$ cat src/quaternion_to_euler_angles_assert.svh
// ----------------------------------------------------------------------------
// Quaternion to Euler angles - assertion macros
// Shared property shapes for the converter's concurrent checks.
// ----------------------------------------------------------------------------
`ifndef QUATERNION_TO_EULER_ANGLES_ASSERT_SVH
`define QUATERNION_TO_EULER_ANGLES_ASSERT_SVH

// Same-cycle implication, disabled while reset is held.
`define QEA_ASSERT_IMPL(lbl, clk, rst_n, ante, cons, msg) \
  lbl: assert property (@(posedge clk) disable iff (!rst_n) (ante) |-> (cons)) \
    else $error(msg);

// Implication after a fixed number of cycles, disabled while reset is held.
`define QEA_ASSERT_DELAY(lbl, clk, rst_n, ante, dly, cons, msg) \
  lbl: assert property (@(posedge clk) disable iff (!rst_n) (ante) |-> ##(dly) (cons)) \
    else $error(msg);

`endif

$ cat src/qea_pkg.sv
// ----------------------------------------------------------------------------
// Quaternion to Euler angles - package
// Shared widths, case codes, cell data types and the CORDIC arc table.
// ----------------------------------------------------------------------------
package qea_pkg;

  localparam int unsigned IN_BITS_DEF       = 16;
  localparam int unsigned ANGLE_BITS_DEF    = 16;
  localparam int unsigned CORDIC_STAGES_DEF = 16;

  localparam int unsigned Q_W      = 16;  // internal quaternion width (Q1.14)
  localparam int unsigned OP_W     = 34;  // atan2 operand width
  localparam int unsigned CORD_W   = 52;  // CORDIC x/y datapath width
  localparam int unsigned CORD_PRE = 16;  // operand prescale before rotation
  localparam int unsigned ACC_W    = 32;  // binary angle accumulator
  localparam int unsigned RAD_W    = 64;  // square root radicand
  localparam int unsigned ROOT_W   = 32;
  localparam int unsigned REM_W    = 34;
  localparam int unsigned SQRT_N   = 32;  // one root bit per cell

  localparam logic [ACC_W-1:0] ANG_PI          = 32'h8000_0000;
  localparam logic [ACC_W-1:0] ANG_HALF_PI     = 32'h4000_0000;
  localparam logic [ACC_W-1:0] ANG_NEG_HALF_PI = 32'hC000_0000;

  typedef enum logic [1:0] {
    CASE_NORMAL = 2'd0,
    CASE_NORTH  = 2'd1,
    CASE_SOUTH  = 2'd2,
    CASE_ZERO   = 2'd3
  } case_t;

  typedef struct packed {
    logic signed [CORD_W-1:0] x;
    logic signed [CORD_W-1:0] y;
    logic [ACC_W-1:0]         acc;
    logic                     zero;
  } cord_t;

  typedef struct packed {
    logic [RAD_W-1:0]  rad;
    logic [REM_W-1:0]  rem;
    logic [ROOT_W-1:0] root;
  } sqrt_t;

  function automatic logic [ACC_W-1:0] arc_angle(input logic [4:0] idx);
    logic [ACC_W-1:0] a;
    case (idx)
      5'd0:  a = 32'h20000000;
      5'd1:  a = 32'h12E4051E;
      5'd2:  a = 32'h09FB385B;
      5'd3:  a = 32'h051111D4;
      5'd4:  a = 32'h028B0D43;
      5'd5:  a = 32'h0145D7E1;
      5'd6:  a = 32'h00A2F61E;
      5'd7:  a = 32'h00517C55;
      5'd8:  a = 32'h0028BE53;
      5'd9:  a = 32'h00145F2F;
      5'd10: a = 32'h000A2F98;
      5'd11: a = 32'h000517CC;
      5'd12: a = 32'h00028BE6;
      5'd13: a = 32'h000145F3;
      5'd14: a = 32'h0000A2FA;
      5'd15: a = 32'h0000517D;
      5'd16: a = 32'h000028BE;
      5'd17: a = 32'h0000145F;
      5'd18: a = 32'h00000A30;
      5'd19: a = 32'h00000518;
      5'd20: a = 32'h0000028C;
      5'd21: a = 32'h00000146;
      5'd22: a = 32'h000000A3;
      5'd23: a = 32'h00000051;
      5'd24: a = 32'h00000029;
      5'd25: a = 32'h00000014;
      5'd26: a = 32'h0000000A;
      5'd27: a = 32'h00000005;
      5'd28: a = 32'h00000003;
      5'd29: a = 32'h00000001;
      5'd30: a = 32'h00000001;
      default: a = 32'h00000000;
    endcase
    return a;
  endfunction

  // Fold into the right half plane, prescale, flag the zero vector.
  function automatic cord_t cord_prep(input logic signed [OP_W-1:0] y,
                                      input logic signed [OP_W-1:0] x);
    logic signed [CORD_W-1:0] xe;
    logic signed [CORD_W-1:0] ye;
    cord_t c;
    xe = CORD_W'(x);
    ye = CORD_W'(y);
    c.zero = (x == '0) && (y == '0);
    if (x < 0) begin
      xe    = -xe;
      ye    = -ye;
      c.acc = ANG_PI;
    end else begin
      c.acc = '0;
    end
    c.x = xe <<< CORD_PRE;
    c.y = ye <<< CORD_PRE;
    return c;
  endfunction

endpackage

$ cat src/qea_cordic_cell.sv
// ----------------------------------------------------------------------------
// Quaternion to Euler angles - CORDIC cell
// One vectoring micro-rotation with its arc accumulated into the angle.
// ----------------------------------------------------------------------------
module qea_cordic_cell #(
  parameter int unsigned STAGE = 0
) (
  input  logic           clk,
  input  qea_pkg::cord_t cin,
  output qea_pkg::cord_t cout
);
  import qea_pkg::*;

  cord_t                    c_r;
  cord_t                    c_nxt;
  logic signed [CORD_W-1:0] sx;
  logic signed [CORD_W-1:0] sy;

  always_comb begin
    sx = cin.x >>> STAGE;
    sy = cin.y >>> STAGE;
    c_nxt.zero = cin.zero;
    // drive y toward zero
    if (!cin.y[CORD_W-1]) begin
      c_nxt.x   = cin.x + sy;
      c_nxt.y   = cin.y - sx;
      c_nxt.acc = cin.acc + arc_angle(5'(STAGE));
    end else begin
      c_nxt.x   = cin.x - sy;
      c_nxt.y   = cin.y + sx;
      c_nxt.acc = cin.acc - arc_angle(5'(STAGE));
    end
  end

  always_ff @(posedge clk) begin
    c_r <= c_nxt;
  end

  assign cout = c_r;

endmodule

$ cat config.mk
export PLATFORM = sky130hd
export DESIGN_NAME = qea_cordic_cell
export DESIGN_NICKNAME = d
export VERILOG_FILES = /design/src/quaternion_to_euler_angles_assert.svh /design/src/qea_pkg.sv /design/src/qea_cordic_cell.sv
export SDC_FILE = /design/constraint.sdc
export NUM_CORES = 1
export LEC_CHECK = 0
export BUFFER_PORTS_ARGS = -buffer_cell sky130_fd_sc_hd__buf_2
export CORE_UTILIZATION = 57
export DETAILED_ROUTE_END_ITERATION = 6
export GPL_TIMING_DRIVEN = 0
export PLACE_DENSITY = 0.89
export SYNTH_ARGS = -nofsm -noshare
export SYNTH_HDL_FRONTEND = slang
export SYNTH_SLANG_ARGS = --single-unit
$ cat constraint.sdc
create_clock -name clk -period 4 [get_ports clk]
set_clock_uncertainty 0.15 [all_clocks]
set_input_delay 0.4 -clock clk [delete_from_list [all_inputs] [get_ports clk]]
set_output_delay 0.4 -clock clk [all_outputs]
set_load 0.02 [all_outputs]
After elaboration in Yosys (flattened, before gate mapping). Index checks and enable logic that the tools add are counted.

Register bits: 137. Input bits: 138. Output and inout port bits: 137.

Muxes and demuxes: 1. Add/sub/neg operators: 5.

Operators by type and width (number): two-way mux 136 bit (1); subtractor 52 bit (2); adder 52 bit (1); adder 32 x 30 -> 32 bit (second input constant) (1); subtractor 32 x 30 -> 32 bit (second input constant) (1).

Logic depth before layout (Yosys ltp).
Word-level depth: 2. Gate-level depth with buffers: 13.

Worst setup path after synthesis. No wires, ideal clock.

Kind: input to register. Start point: input port cin[85] (netlist name). End point: register c_r, in the netlist cout[125]. Buffers on the path: 0. Required time: 3720 ps. Library setup time: 130 ps. Arrival: 2701 ps. Slack: 1019 ps. Stages on the path: 13. Cells stage by stage: inv_1 > ha_1 > fa_1 > nand2b_1 > o221ai_2 > a41oi_2 > a21oi_2 > a21oi_2 > o311ai_2 > nand2_1 > o41ai_1 > mux2i_1 > xnor2_1.

RTL lines: start: declaration (line qea_cordic_cell.sv:9) `input qea_pkg::cord_t cin,`; end signal: assignment (line qea_cordic_cell.sv:36) `c_r <= c_nxt;`; end: declaration (line qea_cordic_cell.sv:14) `cord_t c_r;`.

==> impl_results.md <==
- Power per cell area: 397 nW/um^2
- DIE WIDTH: about 150 um
- Static Leak: between 7 and 8 nW
- Met3 usage: 0.128
- # port buffers: 274
- Final min period: approximately 4000 ps
- RSZ-0062 raised after global routing: false
- Synth area leader: dfxtp_1
- Finished layout cell area: about 15000 um^2
- Failing checks: design-rule violations
- Pre-CTS setup slack: -22.1 ps
- Htree depth: 4
- Largest net degree at the start of global routing: 17
- Placed cell areas: 14400 um^2
- Crit path required time: between 4000 and 5000 ps
- Crit path kind: in2reg
- F_max: 0.254 GHz
- Area delta synth->final: 21.1%
- Synth Flop Type: dfxtp_1
- TritonRoute pass-1 iters: 7
- Max VDD drop: ~0.25 mV
- Maxcap violations: 0
- Worst-path fanout max: 4
- Top post-synthesis cells by area: dfxtp_1, ha_1, a21oi_1, xnor2_1, inv_1
- Post-CTS setup buffer count: 0
- First-pass GRT wire length: around 80000 um
- Status: complete, but fails checks
- Number of synthesized flops with an enable pin: 0
- Final Util: 0.704
- DR DRC count: 16
- Most instantiated cells after synthesis: a21oi_1, ha_1, inv_1, dfxtp_1, nor2_1
- DR vias: around 15000
- DR WL/cell: about 24 um
- Clock buffer depth: 2
- Dpl hpwl: slightly above 40000 um
- Post-DR vias/cell: about 6.5
- Routing usage on met2: 0.716
- Clock sink total: ~140
- Synthesized area: 12700 um^2
- Fraction of registers with async set/reset: 0
- Initial Util: 0.581
- Worst min path class: in2reg
- Netlist cell types: 93
- Mapped Cells: 1630
- Initial antenna violation count: 9
- Synth top area share: 0.215
- Gr ovfl total: 0
- Layout Nets: 2264
- Vias in the first global route: 13400
- Final Setup Violations: 0
- Fill count: between 1500 and 2000
- Num ports: ~280
- Overall routing resource usage: 0.472
- Root Buffer: clkbuf_16
- CTS Buf Count: 17
- Post-CTS Resized: 0
- Worst setup EP type: register
- Clk slew on worst S/H paths: approximately 70 ps
- Startpoint Class: input pin
- Fin Setup TNS: 0 ps
- Global routing's busiest layer: met2
- Register area share after synthesis: 0.215
- Drt initial violations: a little over 2000
- Synth Register Bits: approximately 140
- Final Hold Fails: 0
- Final WL: 54500 um
- Flip-flop count of the largest register after layout: about 140
- CTS tree: done
- Core ar.: about 22000 um^2
- Top-count cell post-synth: a21oi_1
- ANT nets after route: 0
- Final WS setup: 59.9 ps
- Relative slew slack: 0.305
- Row count: 54
- Total die area: ~23000 um^2
- Die Y-Extent: around 150 um
- Avg Cell Area, Syn: just under 8 um^2
- Worst Tran Pin Value: between 1000 and 1500 ps
- Syn nets: between 1500 and 2000
- Max-slew violation count: 0
- Met1 GRT Util: 0.607
- Final worst-path cycle share: 0.985
- Layout cell share with drive strength beyond 1: 0.198
- Worst endpoint data arrival time: 4150 ps
- Yosys warning count: 0
- Gpl congestion: around 1.0
==> where the power goes <==
group	leakage [nW]	internal, mW	switching, mW
Sequential	1.15	1.63	0.105
Combinational	5.81	0.867	1.75
Clock	0.308	0.961	0.794
Total	7.27	3.46	2.65
==> worst paths after layout <==
check	from	end	slack (ps)	depth (start not counted)
setup / recovery	cin[85]	cout[133]	60	14
hold / removal	cin[30]	cout[30]	60	2
==> routing by layer <==
metal	wire (um)	share of wire	vias up
met5	10	0.00018	-
met4	3320	0.061	2
met3	6890	0.13	249
met2	23400	0.43	1257
met1	20900	0.38	6673
li1	-	-	6422
==> through the flow <==
step	std cells	power (mW)	hold slack (ps)
2_1_floorplan	1630	3.32	278
3_3_place_gp	2184	4.17	353
3_5_place_dp	2184	4.20	354
4_1_cts	2246	5.95	5.26
5_1_grt	2251	6.31	48.0
6_report	2254	6.10	56.9
==> cell type report <==
| type | instances | area (um^2) | share of cell area |
|---|---|---|---|
| multi-input cells | 1257 | 9010 | 0.587 |
| clock buffers | 17 | 425 | 0.0277 |
| clock inverters | 15 | 204 | 0.0133 |
| repair buffers | 304 | 1670 | 0.109 |
| plain buffers | 71 | 330 | 0.0215 |
| flip-flops and latches | 136 | 2720 | 0.177 |
| well taps | 280 | 350 | 0.0228 |
| diodes | 8 | 20.0 | 0.00130 |
| inverters | 166 | 623 | 0.0406 |
==> logic make-up (layout without fill, tap and decap cells) <==
kind of cell / after synthesis / in the layout / share of synthesized area
AOI/OAI and AO/OA: 581 / 581 / 0.301
and+or+nand+nor: 371 / 371 / 0.142
buffers and inverters: 237 / 573 / 0.0752
adders and majority gates: 173 / 173 / 0.173
DFF: 136 / 136 / 0.215
xor gates and xnor gates: 102 / 102 / 0.0704
muxes: 30 / 30 / 0.0240
other: 0 / 8 / 0
==> worst max-delay path, cell delays in order <==
cell       delay [ps]
buf_2             130
inv_1              90
ha_1              250
fa_1              450
nand2b_1          200
o221ai_2          350
a41oi_2           220
a21oi_2           280
a21oi_2           150
o311ai_2          380
nand2_1           200
nor4b_2           620
a2bb2oi_2         250
xnor2_1           140
==> layout by cell type (no fill, tap or decap), drive strengths merged, types with 30 or more instances in the layout <==
| cell | n |
|---|---|
| a21o | 36 |
| a21oi | 218 |
| buf | 311 |
| clkbuf | 51 |
| dfxtp | 136 |
| dlygate4sd3 | 30 |
| ha | 169 |
| inv | 168 |
| nand2 | 83 |
| nor2 | 129 |
| nor3 | 33 |
| o21ai | 110 |
| o21bai | 47 |
| xnor2 | 98 |
==> what timing repair did <==
action                                  in CTS  in global routing
endpoints found under the setup margin       0                  0
hold endpoints to repair                    30                  0
hold buffers                                30                  0
(Power assumes the default switching activity.)
