--- src/quaternion_to_euler_angles_assert.svh ---
// ----------------------------------------------------------------------------
// Quaternion to Euler angles - assertion macros
// Shared property shapes for the converter's concurrent checks.
// ----------------------------------------------------------------------------
`ifndef QUATERNION_TO_EULER_ANGLES_ASSERT_SVH
`define QUATERNION_TO_EULER_ANGLES_ASSERT_SVH

// Same-cycle implication, disabled while reset is held.
`define QEA_ASSERT_IMPL(lbl, clk, rst_n, ante, cons, msg) \
  lbl: assert property (@(posedge clk) disable iff (!rst_n) (ante) |-> (cons)) \
    else $error(msg);

// Implication after a fixed number of cycles, disabled while reset is held.
`define QEA_ASSERT_DELAY(lbl, clk, rst_n, ante, dly, cons, msg) \
  lbl: assert property (@(posedge clk) disable iff (!rst_n) (ante) |-> ##(dly) (cons)) \
    else $error(msg);

`endif

--- src/qea_pkg.sv ---
// ----------------------------------------------------------------------------
// Quaternion to Euler angles - package
// Shared widths, case codes, cell data types and the CORDIC arc table.
// ----------------------------------------------------------------------------
package qea_pkg;

  localparam int unsigned IN_BITS_DEF       = 16;
  localparam int unsigned ANGLE_BITS_DEF    = 16;
  localparam int unsigned CORDIC_STAGES_DEF = 16;

  localparam int unsigned Q_W      = 16;  // internal quaternion width (Q1.14)
  localparam int unsigned OP_W     = 34;  // atan2 operand width
  localparam int unsigned CORD_W   = 52;  // CORDIC x/y datapath width
  localparam int unsigned CORD_PRE = 16;  // operand prescale before rotation
  localparam int unsigned ACC_W    = 32;  // binary angle accumulator
  localparam int unsigned RAD_W    = 64;  // square root radicand
  localparam int unsigned ROOT_W   = 32;
  localparam int unsigned REM_W    = 34;
  localparam int unsigned SQRT_N   = 32;  // one root bit per cell

  localparam logic [ACC_W-1:0] ANG_PI          = 32'h8000_0000;
  localparam logic [ACC_W-1:0] ANG_HALF_PI     = 32'h4000_0000;
  localparam logic [ACC_W-1:0] ANG_NEG_HALF_PI = 32'hC000_0000;

  typedef enum logic [1:0] {
    CASE_NORMAL = 2'd0,
    CASE_NORTH  = 2'd1,
    CASE_SOUTH  = 2'd2,
    CASE_ZERO   = 2'd3
  } case_t;

  typedef struct packed {
    logic signed [CORD_W-1:0] x;
    logic signed [CORD_W-1:0] y;
    logic [ACC_W-1:0]         acc;
    logic                     zero;
  } cord_t;

  typedef struct packed {
    logic [RAD_W-1:0]  rad;
    logic [REM_W-1:0]  rem;
    logic [ROOT_W-1:0] root;
  } sqrt_t;

  function automatic logic [ACC_W-1:0] arc_angle(input logic [4:0] idx);
    logic [ACC_W-1:0] a;
    case (idx)
      5'd0:  a = 32'h20000000;
      5'd1:  a = 32'h12E4051E;
      5'd2:  a = 32'h09FB385B;
      5'd3:  a = 32'h051111D4;
      5'd4:  a = 32'h028B0D43;
      5'd5:  a = 32'h0145D7E1;
      5'd6:  a = 32'h00A2F61E;
      5'd7:  a = 32'h00517C55;
      5'd8:  a = 32'h0028BE53;
      5'd9:  a = 32'h00145F2F;
      5'd10: a = 32'h000A2F98;
      5'd11: a = 32'h000517CC;
      5'd12: a = 32'h00028BE6;
      5'd13: a = 32'h000145F3;
      5'd14: a = 32'h0000A2FA;
      5'd15: a = 32'h0000517D;
      5'd16: a = 32'h000028BE;
      5'd17: a = 32'h0000145F;
      5'd18: a = 32'h00000A30;
      5'd19: a = 32'h00000518;
      5'd20: a = 32'h0000028C;
      5'd21: a = 32'h00000146;
      5'd22: a = 32'h000000A3;
      5'd23: a = 32'h00000051;
      5'd24: a = 32'h00000029;
      5'd25: a = 32'h00000014;
      5'd26: a = 32'h0000000A;
      5'd27: a = 32'h00000005;
      5'd28: a = 32'h00000003;
      5'd29: a = 32'h00000001;
      5'd30: a = 32'h00000001;
      default: a = 32'h00000000;
    endcase
    return a;
  endfunction

  // Fold into the right half plane, prescale, flag the zero vector.
  function automatic cord_t cord_prep(input logic signed [OP_W-1:0] y,
                                      input logic signed [OP_W-1:0] x);
    logic signed [CORD_W-1:0] xe;
    logic signed [CORD_W-1:0] ye;
    cord_t c;
    xe = CORD_W'(x);
    ye = CORD_W'(y);
    c.zero = (x == '0) && (y == '0);
    if (x < 0) begin
      xe    = -xe;
      ye    = -ye;
      c.acc = ANG_PI;
    end else begin
      c.acc = '0;
    end
    c.x = xe <<< CORD_PRE;
    c.y = ye <<< CORD_PRE;
    return c;
  endfunction

endpackage

--- src/qea_sqrt_cell.sv ---
// ----------------------------------------------------------------------------
// Quaternion to Euler angles - square root cell
// One restoring step of a digit-by-digit integer square root.
// ----------------------------------------------------------------------------
module qea_sqrt_cell (
  input  logic            clk,
  input  qea_pkg::sqrt_t  sin,
  output qea_pkg::sqrt_t  sout
);
  import qea_pkg::*;

  sqrt_t             s_r;
  sqrt_t             s_nxt;
  logic [REM_W+1:0]  trial;
  logic [REM_W+1:0]  test;
  logic              ge;

  always_comb begin
    trial = {sin.rem, sin.rad[RAD_W-1 -: 2]};
    test  = (REM_W+2)'({sin.root, 2'b01});
    ge    = (trial >= test);
    s_nxt.rad  = {sin.rad[RAD_W-3:0], 2'b00};
    s_nxt.rem  = ge ? REM_W'(trial - test) : REM_W'(trial);
    s_nxt.root = {sin.root[ROOT_W-2:0], ge};
  end

  always_ff @(posedge clk) begin
    s_r <= s_nxt;
  end

  assign sout = s_r;

endmodule

--- config.mk ---
export PLATFORM = sky130hd
export DESIGN_NAME = qea_sqrt_cell
export DESIGN_NICKNAME = d
export VERILOG_FILES = /design/src/quaternion_to_euler_angles_assert.svh /design/src/qea_pkg.sv /design/src/qea_sqrt_cell.sv
export SDC_FILE = /design/constraint.sdc
export NUM_CORES = 1
export LEC_CHECK = 0
export ABC_CLOCK_PERIOD_IN_PS = 2290
export BUFFER_PORTS_ARGS = -buffer_cell sky130_fd_sc_hd__buf_4
export CELL_PAD_IN_SITES_DETAIL_PLACEMENT = 0
export CELL_PAD_IN_SITES_GLOBAL_PLACEMENT = 1
export CORE_UTILIZATION = 29
export DETAILED_ROUTE_END_ITERATION = 10
export GPL_TIMING_DRIVEN = 0
export PLACE_DENSITY = 0.72
export SLEW_MARGIN = 20
export SYNTH_ARGS = -nofsm -noshare
export SYNTH_HDL_FRONTEND = slang
export SYNTH_SLANG_ARGS = --single-unit
--- constraint.sdc ---
create_clock -name clk -period 2.29 [get_ports clk]
set_clock_uncertainty 0.05 [all_clocks]
set_input_delay 0.3435 -clock clk [delete_from_list [all_inputs] [get_ports clk]]
set_output_delay 0.3435 -clock clk [all_outputs]
set_load 0.02 [all_outputs]
; ---- Word-level counts from Yosys, hierarchy flattened
; Cells that the tools add are included.
; Widths: inputs -> output; s select.
[classes]
mux = 1
n_addsub = 1
order_cmp = 1
[op_table]
columns = cell, n
row1 = $ge 36x34->1, 1
row2 = $mux 34, 1
row3 = $sub 34x34->34, 1
[word_totals]
input_bits = 131
word_cells = 6
reg_bits = 128

; ---- Depth between registers and ports, before layout
[depth]
depth_word = 2
ltp_mapped = 13

; ---- Worst setup path after synthesis
; Ideal clock, no wire load.
[synth_path]
path_type = input to register
start = input sin[9] (netlist name)
end = register s_r, in the netlist sout[59]
required_ns = 2.119
n_path_buf = 0
path_slack_ns = -0.223
t_arrival_ns = 2.342
cell_stages = 10
path_cell_list = inv_1 ha_1 a21o_1 a31o_1 a211oi_4 o211ai_2 a21bo_2 mux2i_1 o221ai_1 mux2_4
[synth_rtl]
columns = item, line
row1 = from (decl), qea_sqrt_cell.sv:7  ; input qea_pkg::sqrt_t sin,
row2 = to (signal assigned), qea_sqrt_cell.sv:28  ; s_r <= s_nxt;
row3 = to (decl), qea_sqrt_cell.sv:12  ; sqrt_t s_r;

==> results_dict.tcl <==
set metrics [dict create \
    status "finished, violations left" \
    violations "negative setup slack" \
    die_x_um 134 \
    powerDensity_nw_per_um2 774 \
    ys_seq_elements 128 \
    netlist.area_leader.share_pct 50.9 \
    seqPwrFrac_pct 34.5 \
    synth-edff-count 0 \
    whs_ps 85.2 \
    drive_gt1_share_pct 43.2 \
    ios 261 \
    avgSynthCellArea_sq_um 9.93 \
    critPathKind "in2reg" \
    gp_congestion 0.828 \
    drc 0 \
    cts_sinks 128 \
    startpoint_type "primary input" \
    tns_ps -33.3 \
    pre_cts_ws_ps -624 \
    initial_utilization_pct 30.0 \
    port_buffers 258 \
    synth_ff_type "dfxtp_1" \
    synth.distinct_cells 62 \
    combPwrFrac_pct 25.9 \
    grt_pass1_wl_um 27100 \
    cp_top_family "compound AO/OA/AOI/OAI gates" \
    finalSetupViolations 3 \
    netlist_top_cells_count "128 x dfxtp_1, 58 x nand2_1, 42 x inv_1, 41 x o21ai_0, 34 x ha_1" \
    peakVddDrop_v 0.000765 \
    endpoint_kind "register" \
    netlist_instances 507 \
    switching_power_mw 2.16 \
    wl_per_cell_um 15.8 \
    maxSlewViolCount 0 \
    vias 5121 \
    synth_area_leaders "dfxtp_1 51%, ha_1 8.5%, nand2_1 4.3%, o21ai_0 4.1%, inv_1 3.1%" \
    cts_tree "done" \
    rows 47 \
    ys_seq_area_share_pct 50.9 \
    grt_max_degree 17 \
    num-nets-final 1063 \
    crit_chain "buf_6 -> inv_4 -> ha_4 -> a21o_1 -> a31o_1 -> a211oi_4 -> a2111oi_4 -> buf_4 -> o41ai_4 -> buf_4 -> xor2_1 -> o21ai_1" \
    die_h_um 134 \
    n_antenna_cell 0 \
    p_int_mw 5.14 \
    hold_viol_final 0 \
    finalPower_mw 7.29 \
    grt_pass1_vias 5238 \
    drt-pass1-iter-count 4 \
    vias_per_cell 4.53 \
    clk_pin_slew_ps 60 \
    cpMostUsedCell "buf_4" \
    grt_antenna_before_repair 0 \
    hold_class "in2reg" \
    crit_slowest_cell "o41ai_4" \
    fmax_mhz 434 \
    grt_setup_unrepaired "yes" \
    dieArea_sq_um 17900 \
    drt.antenna.violating_nets 0 \
    wirelength_um 17900 \
    cp_data_arrival_time_ps 2570 \
    area_growth_pct 87.1 \
    cts_buffers 17 \
    initialDrtViolationCount 198 \
    n_fill_cell 1478 \
    hpwlAfterDp_um 12500 \
    largest_reg_flops 128 \
    clkPwrFrac_pct 39.6 \
    worstPathBufferInverterCount 4 \
    fin_crit_ps 2310 \
    synth-async-reset-ratio_pct 0 \
    layout_setup_ws_ps -16.5 \
    critPathRequiredTime_ps 2550 \
    clockRootBuffer "clkbuf_16" \
    grt_use_total_pct 19.6 \
    h-tree-depth 4 \
    critical_path.max_stage_delay_ps 440 \
    leakage_nw 4.41 \
    synth_warnings 0 \
    netlist_area_sq_um 5030 \
    synth.largest_area_cell "dfxtp_1" \
    maxCapViolCount 0 \
    clockBufferDepth 2 \
    yosysMostFrequentCell "dfxtp_1" \
    core-area_sq_um 16800 \
    fin_crit_sh_pct 101 \
    crit_fanout 5 \
    grt_overflow 0 \
    switching_share_pct 29.6 \
]
[per-stage QoR]
| stage | cells | area, sq um | utilization [%] |
|---|---|---|---|
| floorplan | 508 | 5170 | - |
| global placement | 986 | 7390 | 44.1 |
| detailed placement | 986 | 7390 | 44.1 |
| CTS | 1114 | 9010 | 53.8 |
| global route | 1131 | 9420 | 56.2 |
| finish | 1131 | 9420 | 56.2 |
[layout make-up]
type | instances | area [sq um] | area share (%)
repair buffers | 372 | 3050 | 32.4
clock buffers | 17 | 425 | 4.52
plain buffers | 15 | 138 | 1.46
inverters | 43 | 174 | 1.85
well taps | 220 | 275 | 2.92
flip-flops and latches | 128 | 2560 | 27.2
multi-input cells | 321 | 2600 | 27.6
clock inverters | 15 | 199 | 2.11
[path summary, 6_finish.rpt]
| check | startpoint | endpoint | slack (ps) | depth (start not counted) |
|---|---|---|---|---|
| max | sin[9] | sout[57]$_DFF_P_ | -20 | 12 |
| min | sin[52] | sout[54]$_DFF_P_ | 90 | 3 |
[power groups by stage]
stage | combinational [mW] | sequential (mW) | clock, mW
finish | 1.89 | 2.52 | 2.89
global route | 2.02 | 2.53 | 3.03
CTS | 1.76 | 2.52 | 2.93
detailed placement | 1.60 | 2.56 | 0
global placement | 1.59 | 2.56 | 0
floorplan | 0.606 | 2.84 | 0
[metal layers]
layer	global-route usage (%)	wire [um]
met1	21.7	7120
met2	34.9	9260
met3	5.63	1080
met4	8.14	463
met5	0	0
[layout by cell type (no fill, tap or decap), types with 5 or more instances in the layout]
cell           count
xor2_1            13
nand3_1            5
buf_4            276
nand4_1            6
inv_1             38
clkbuf_16         17
buf_6             12
a21oi_2            6
o21ai_0           30
ha_4              13
o21ai_1           12
a21o_1            19
nand2b_1           5
nor3_1             8
xnor2_1           14
nor2_1            15
nand2_1           56
a21oi_1           22
dlygate4sd3_1     93
dfxtp_1          128
ha_1              17
[kinds of logic after synthesis]
group           after synthesis  share of synthesized area [%]
compound gates              133                           18.5
flops                       128                           50.9
simple gates                120                           11.1
buf+inv                      59                           5.12
fa+ha+maj                    34                           8.45
xor+xnor                     27                           4.70
mux                           5                           1.09
other cells                   1                         0.0745
[timing repair]
| action | in CTS | in global routing |
|---|---|---|
| hold buffers | 93 | 0 |
| gates cloned | 0 | 1 |
| pin swaps | 5 | 33 |
| endpoints found under the hold margin | 93 | 0 |
| setup endpoints to repair | 34 | 34 |
| setup buffers | 3 | 17 |
| resized for setup | 11 | 73 |
(Power assumes the default switching activity.)
